$ cat config.mk
export PLATFORM = sky130hd
export DESIGN_NAME = sim_cell
export DESIGN_NICKNAME = d
export VERILOG_FILES = /design/src/rtl/sim_pkg.sv /design/src/rtl/sim_cell.sv
export SDC_FILE = /design/constraint.sdc
export NUM_CORES = 1
export LEC_CHECK = 0
export ABC_AREA = 1
export ABC_CLOCK_PERIOD_IN_PS = 3250
export BUFFER_PORTS_ARGS = -buffer_cell sky130_fd_sc_hd__buf_2
export CORE_UTILIZATION = 30
export DETAILED_ROUTE_END_ITERATION = 10
export PLACE_DENSITY = 0.58
export SYNTH_ARGS = -nofsm -noshare
export SYNTH_HDL_FRONTEND = slang
export SYNTH_SLANG_ARGS = --single-unit
$ cat constraint.sdc
create_clock -name clk -period 3.25 [get_ports clk]
set_input_delay 0.325 -clock clk [delete_from_list [all_inputs] [get_ports clk]]
set_output_delay 0.325 -clock clk [all_outputs]
set_load 0.1 [all_outputs]
$ cat src/rtl/sim_pkg.sv
package sim_pkg;

	localparam int DEPTH_DEF = 64;
	localparam int KEY_W = 32;
	localparam int VAL_W = 32;
	localparam int POS_W = 6;

	typedef enum logic [1:0] {
		ST_OK   = 2'd0,
		ST_FULL = 2'd1,
		ST_DUP  = 2'd2,
		ST_MISS = 2'd3
	} status_t;

	localparam logic OP_INSERT = 1'b0;
	localparam logic OP_LOOKUP = 1'b1;

	typedef struct packed {
		logic             operation;
		logic [KEY_W-1:0] global_key;
		logic [VAL_W-1:0] local_value;
	} req_t;

	typedef struct packed {
		logic [1:0]       status;
		logic [POS_W-1:0] position;
		logic [VAL_W-1:0] found_value;
	} rsp_t;

	typedef struct packed {
		logic cmp_en;
		logic ins_en;
	} cell_ctl_t;

endpackage

$ cat src/rtl/sim_cell.sv
module sim_cell #(
	parameter int INDEX = 0,
	parameter int CW = 7
) (
	input  logic                      clk,
	input  logic [CW-1:0]             count,
	input  sim_pkg::cell_ctl_t        ctl,
	input  logic [sim_pkg::KEY_W-1:0] search_key,
	input  logic [sim_pkg::KEY_W-1:0] new_key,
	input  logic [sim_pkg::VAL_W-1:0] new_value,
	input  logic [sim_pkg::KEY_W-1:0] prev_key,
	input  logic [sim_pkg::VAL_W-1:0] prev_value,
	input  logic                      prev_lt,
	output logic [sim_pkg::KEY_W-1:0] key,
	output logic [sim_pkg::VAL_W-1:0] value,
	output logic                      lt,
	output logic                      eq
);
	import sim_pkg::*;

	localparam logic [CW-1:0] IDX = CW'(INDEX);

	logic [KEY_W-1:0] key_q;
	logic [VAL_W-1:0] value_q;
	logic             lt_s2;
	logic             eq_s2;
	logic             occ;

	assign occ = IDX < count;

	always_ff @(posedge clk) begin
		if (ctl.cmp_en) begin
			lt_s2 <= occ && (key_q < search_key);
			eq_s2 <= occ && (key_q == search_key);
		end
		if (ctl.ins_en && !lt_s2) begin
			if (prev_lt) begin
				key_q   <= new_key;
				value_q <= new_value;
			end else begin
				key_q   <= prev_key;
				value_q <= prev_value;
			end
		end
	end

	assign key   = key_q;
	assign value = value_q;
	assign lt    = lt_s2;
	assign eq    = eq_s2;

endmodule

# == Word level (Yosys, flattened, before mapping) ==
# Cells that the tools add are included.
# totals
memories,0
in_bits,171
latch_bits,0
romBits,0
ff_bits,66
wordCells,13
mem_bits_rw,0
output_inout_bits,66
# classes
n_shift,0
eq_ne,1
muxes,2
div,0
bitwise,0
reduce_logical,4
order_cmp,2
add_sub_neg,0
n_mul,0
# ops
cell,n
32-bit two-way mux,2
32-bit == test,1
32-bit less-than comparator,1
1-bit by 7-bit less-than comparator with 1-bit output (first input constant),1
1-bit logical AND,3
1-bit logical NOT,1

# == Logic depth before layout (Yosys ltp) ==
# depth
ltp_word,2
depth_mapped,12
mapped_depth_nobuf,12

# == Least setup slack after synthesis ==
# OpenSTA, ideal clock, no wires.
# synth_timing
kind,register -> register
from,register lt_s2 (netlist: lt)
to,register key_q[0] (netlist: key[0]) (enable)
path_stages_with_launch,2
required_time_ps,2762
n_path_buf,0
period_less_slack_ps,4114
setup_time_ps,488
setup_slack_ps,-864
arrival_time_ps,3626
path_cell_list,edfxtp_1 > nor2_1
# synth_via
elab_chain_len,2
# synth_rtl
item,line,source
"start, declared",sim_cell.sv:25,logic lt_s2;
"start signal, assigned",sim_cell.sv:33,lt_s2 <= occ && (key_q < search_key);
1-bit logical NOT,sim_cell.sv:36,if (ctl.ins_en && !lt_s2) begin
1-bit logical AND,sim_cell.sv:36,
"end signal, assigned",sim_cell.sv:38,key_q <= new_key;
"end signal, assigned",sim_cell.sv:41,key_q <= prev_key;
"end, declared",sim_cell.sv:23,logic [KEY_W-1:0] key_q;
# Every way passes these cells.
# A chain may end at the register's enable or synchronous reset.

# == Final worst setup path ==
# layout_timing
from,register key_q[31] (netlist: key[31])
to,register lt_s2 (netlist: lt) (data pin)
# layout_via
elab_chain_len,2
# layout_rtl
item,line
32-bit less-than comparator,sim_cell.sv:33
1-bit logical AND,sim_cell.sv:33
# Every way passes these cells.

==> results.txt <==
* Capture instance of the worst register-to-register path: lt$_DFFE_PP_
* Wire length on met3: 807 µm
* Leading cell type by number of instances after synthesis: sky130_fd_sc_hd__edfxtp_1
- Using the TritonRoute via totals, the vias-per-cell ratio works out to 4.23.
- Together, buffers and inverters on the worst path number 2.
* Slowest library cell on the worst path: sky130_fd_sc_hd__edfxtp_1
- For this run, the slowest stage of the critical path takes 0.40 ns.
- Share of async-settable or async-resettable flops after synthesis: 0
- Cell depth of the worst setup path: 8
- STA classifies the critical path startpoint as a flop.
* Power density over the cells: 485 mW/mm²
- Counting instances, the worst hold path has a depth of 1.
* Clock tree from TritonCTS: yes
- The number of nets handed over by synthesis was 489.
- Status: complete, no violations
* Clock tree sinks: 66
- M1 wire length: 3680 µm
- Synthesis produced 286 cells.
- WL/cell: 13.4 µm
- The number of pins exceeding their max-slew limit in the final report came to 0.
- Fraction of synthesized cell area taken by the top area cell type: 0.501
* Critical path class: reg -> reg
- Number of nets with antenna violations after detailed routing: 0
- Reg clk slew, reported paths: 0.06 ns
- First-pass GRT wire length: 13,700 µm
- Max-slew headroom: 0.633
- For this design the static power due to leakage is 2.84 nW.
- Setup violations remaining at the end of the flow were counted as 0.
* Most frequent cells after synthesis: sky130_fd_sc_hd__edfxtp_1, sky130_fd_sc_hd__mux2_4, sky130_fd_sc_hd__inv_1
- The number of clock buffers added by TritonCTS is 9.
- Final Critical Period: 1.64 ns
- Reg2reg start: key[31]$_DFFE_PP_
- Highest clock rate: 608 MHz
- Biggest area consumer among synthesized cells: sky130_fd_sc_hd__edfxtp_1
- Core region area: 0.0127 mm²
- Dominant synthesized flop cell: sky130_fd_sc_hd__edfxtp_1
- Fillers: 1,232
- Number of antenna violations at the first check in global routing: 0
* Setup Fix Bufs, Post-CTS: 0
* DRC errors left: 0
* Overall overflow remaining after global route: 0
- Cts repair resizes: 0
- Detailed placement finished with a half-perimeter wire length of 7840 µm.
- Endpoint arrival time on the critical path: 1.72 ns
* Routed via count: 2,984
* Final sum of negative setup slack: 0 ns
- The number of different library cells used by synthesis comes to 18.
- After synthesis the netlist holds a flip-flop and latch count of 66.
- Cell-internal power: 0.00183 W
- For this run, the detailed router's first-pass iteration total came to 4.
* Least-Margin Pin Slew: 0.551 ns
* Pin count of the biggest net entering global routing: 35
- Met2 wirelength from detailed routing: 4750 µm
* Worst-path cell chain: ha_1, nand2_1, inv_1, nand3_2, nor3_2, inv_1, nor2_1, a21oi_1
* Number of H-tree levels: 3
- Of the total power, the share spent switching nets is 0.322.
- The final layout contains 732 nets.
- WP data required: 3.33 ns
* Hold-fix buffers at CTS: 0
- Total number of yosys warnings: 0
* Clock Path Buffers: 2
- Sink of the worst hold path: lt$_DFFE_PP_
* Portion of total power attributed to the clock network: 0.355
* Detailed Route WL: 9440 µm
- Total track usage: 0.137
* Full die area: 0.0137 mm²
- Final total power: 0.00270 W
* X dimension of the die: 117 µm
- The clock reaches the later pin of the worst-skew pair after 0.33 ns.
- Path class of the lowest-slack min-delay path: in -> reg
* Most Frequent Cell on Critical Path: sky130_fd_sc_hd__inv_1
* Proportion of layout cells with a drive suffix above 1: 0.603
- Cell chosen for the clock root: sky130_fd_sc_hd__clkbuf_16
* Port Buffer Count: 236
* Portion of the clock cycle consumed by the worst path in the final layout: 0.506
- In this run, synthesis inferred 66 flip-flops with an integrated enable.
- The initial utilization of the core area, before any placement, comes to 0.311.
* Number of cells traversed by the worst register-to-register path: 8
- Portion of the post-synthesis area used by sequential elements: 0.501
* Top layer used by detailed routing: met4
* Max Clock Skew: 0.00556 ns
- Area growth from synthesis to layout: 40.5%
- Setup repair after global routing left no endpoint under its margin.
- The cell family contributing the most delay on the critical path is simple AND/OR/NAND/NOR gates.
* Synthesized area: 0.00396 mm²
- Sorting the synthesized cells by area gives the leading types as sky130_fd_sc_hd__edfxtp_1, sky130_fd_sc_hd__mux2_4, sky130_fd_sc_hd__ha_1.
- GPL Wtd Cong: 0.741
- Via count of the first global-routing pass: 2,929
- Total of max-cap violations: 0
- Die Y: 117 µm
- 237 I/O pins were placed.
- Average footprint of a synthesized cell: 13.8 µm²
- Antenna diodes: 0
- Flop pwr share: 0.378
- STA classifies the critical path endpoint as a flop.
- VDD sags by at most 0.183 mV.
- Share of total power in combinational logic: 0.266
- The final count of hold timing violations is 0.
- The detailed router finished its first iteration with 80 violations.
* Hold Crit Start: ctl[1]
- Reg2Reg Setup Slack: 1.61 ns
- The initialized floorplan defines 41 standard-cell rows.
* Peak fanout along the critical path: 2
* Net switching power of the design: 0.000868 W
## metal layers
metal,global-route usage,vias to the layer above
li1,-,1496
met1,0.149,1327
met2,0.240,145
met3,0.0396,16
met4,0.0717,0
met5,0,-
## through the flow
step	utilization	std cells	hold slack (ns)	area, µm²	setup slack, ns
after floorplan	-	286	0.437	3960	0.209
after global placement	0.414	690	0.549	5270	1.55
after detailed placement	0.414	690	0.552	5270	1.50
after CTS	0.437	706	0.204	5560	1.54
after global routing	0.437	706	0.210	5560	1.41
final	0.437	706	0.219	5560	1.61
## final cells by class
| cell class | instances | area [µm²] | area share |
|---|---|---|---|
| flip-flops and latches | 66 | 1980 | 0.356 |
| multi-input cells | 170 | 1690 | 0.304 |
| repair buffers | 239 | 1220 | 0.219 |
| clock buffers | 9 | 225 | 0.0405 |
| well taps | 172 | 215 | 0.0387 |
| inverters | 43 | 161 | 0.0290 |
| clock inverters | 7 | 68.8 | 0.0124 |
## cells by family (layout without fill, tap and decap cells)
group	count (synthesis)	count (layout)	share of synthesized area
multiplexers	64	64	0.239
buffers and inverters	50	298	0.0740
flip-flops	66	66	0.501
adder cells (fa/ha/maj)	32	32	0.101
AND/OR/NAND/NOR	57	57	0.0626
AO/OA/AOI/OAI	17	17	0.0228
## layout by cell type (no fill, tap or decap), types with 2 or more instances in the layout
cell type | synthesis | routed
sky130_fd_sc_hd__nor3_1 | 2 | 2
sky130_fd_sc_hd__buf_2 | 0 | 235
sky130_fd_sc_hd__nor2_1 | 11 | 10
sky130_fd_sc_hd__nand3_1 | 4 | 4
sky130_fd_sc_hd__nand4_1 | 3 | 3
sky130_fd_sc_hd__ha_1 | 32 | 32
sky130_fd_sc_hd__mux2_2 | 4 | 4
sky130_fd_sc_hd__inv_1 | 43 | 43
sky130_fd_sc_hd__clkbuf_16 | 0 | 9
sky130_fd_sc_hd__buf_4 | 0 | 3
sky130_fd_sc_hd__o21ai_0 | 2 | 2
sky130_fd_sc_hd__clkinv_2 | 0 | 2
sky130_fd_sc_hd__mux2_4 | 60 | 60
sky130_fd_sc_hd__nor3_2 | 2 | 2
sky130_fd_sc_hd__nand2_1 | 34 | 34
sky130_fd_sc_hd__a21oi_1 | 13 | 13
sky130_fd_sc_hd__edfxtp_1 | 66 | 66
## power by group through the flow
stage / clock [W] / combinational, W / sequential [W]
after floorplan: 0 / 0.000226 / 0.00136
after global placement: 0 / 0.000716 / 0.00104
after detailed placement: 0 / 0.000727 / 0.00104
after CTS: 0.000992 / 0.000729 / 0.00102
after global routing: 0.00102 / 0.000767 / 0.00103
final: 0.000958 / 0.000718 / 0.00102
## registers in the layout, summed over array words and instances, names as in the netlist
name and count:
key 32, eq 1, lt 1, value 32
## worst max path at each step
stage | from | endpoint
2_1_floorplan | lt$_DFFE_PP_ | key[0]$_DFFE_PP_
3_3_place_gp | prev_lt | value[3]$_DFFE_PP_
3_5_place_dp | prev_lt | key[17]$_DFFE_PP_
4_1_cts | key[31]$_DFFE_PP_ | lt$_DFFE_PP_
5_1_grt | key[31]$_DFFE_PP_ | lt$_DFFE_PP_
6_report | key[31]$_DFFE_PP_ | lt$_DFFE_PP_
No activity file was read; power rests on OpenSTA's default activity.
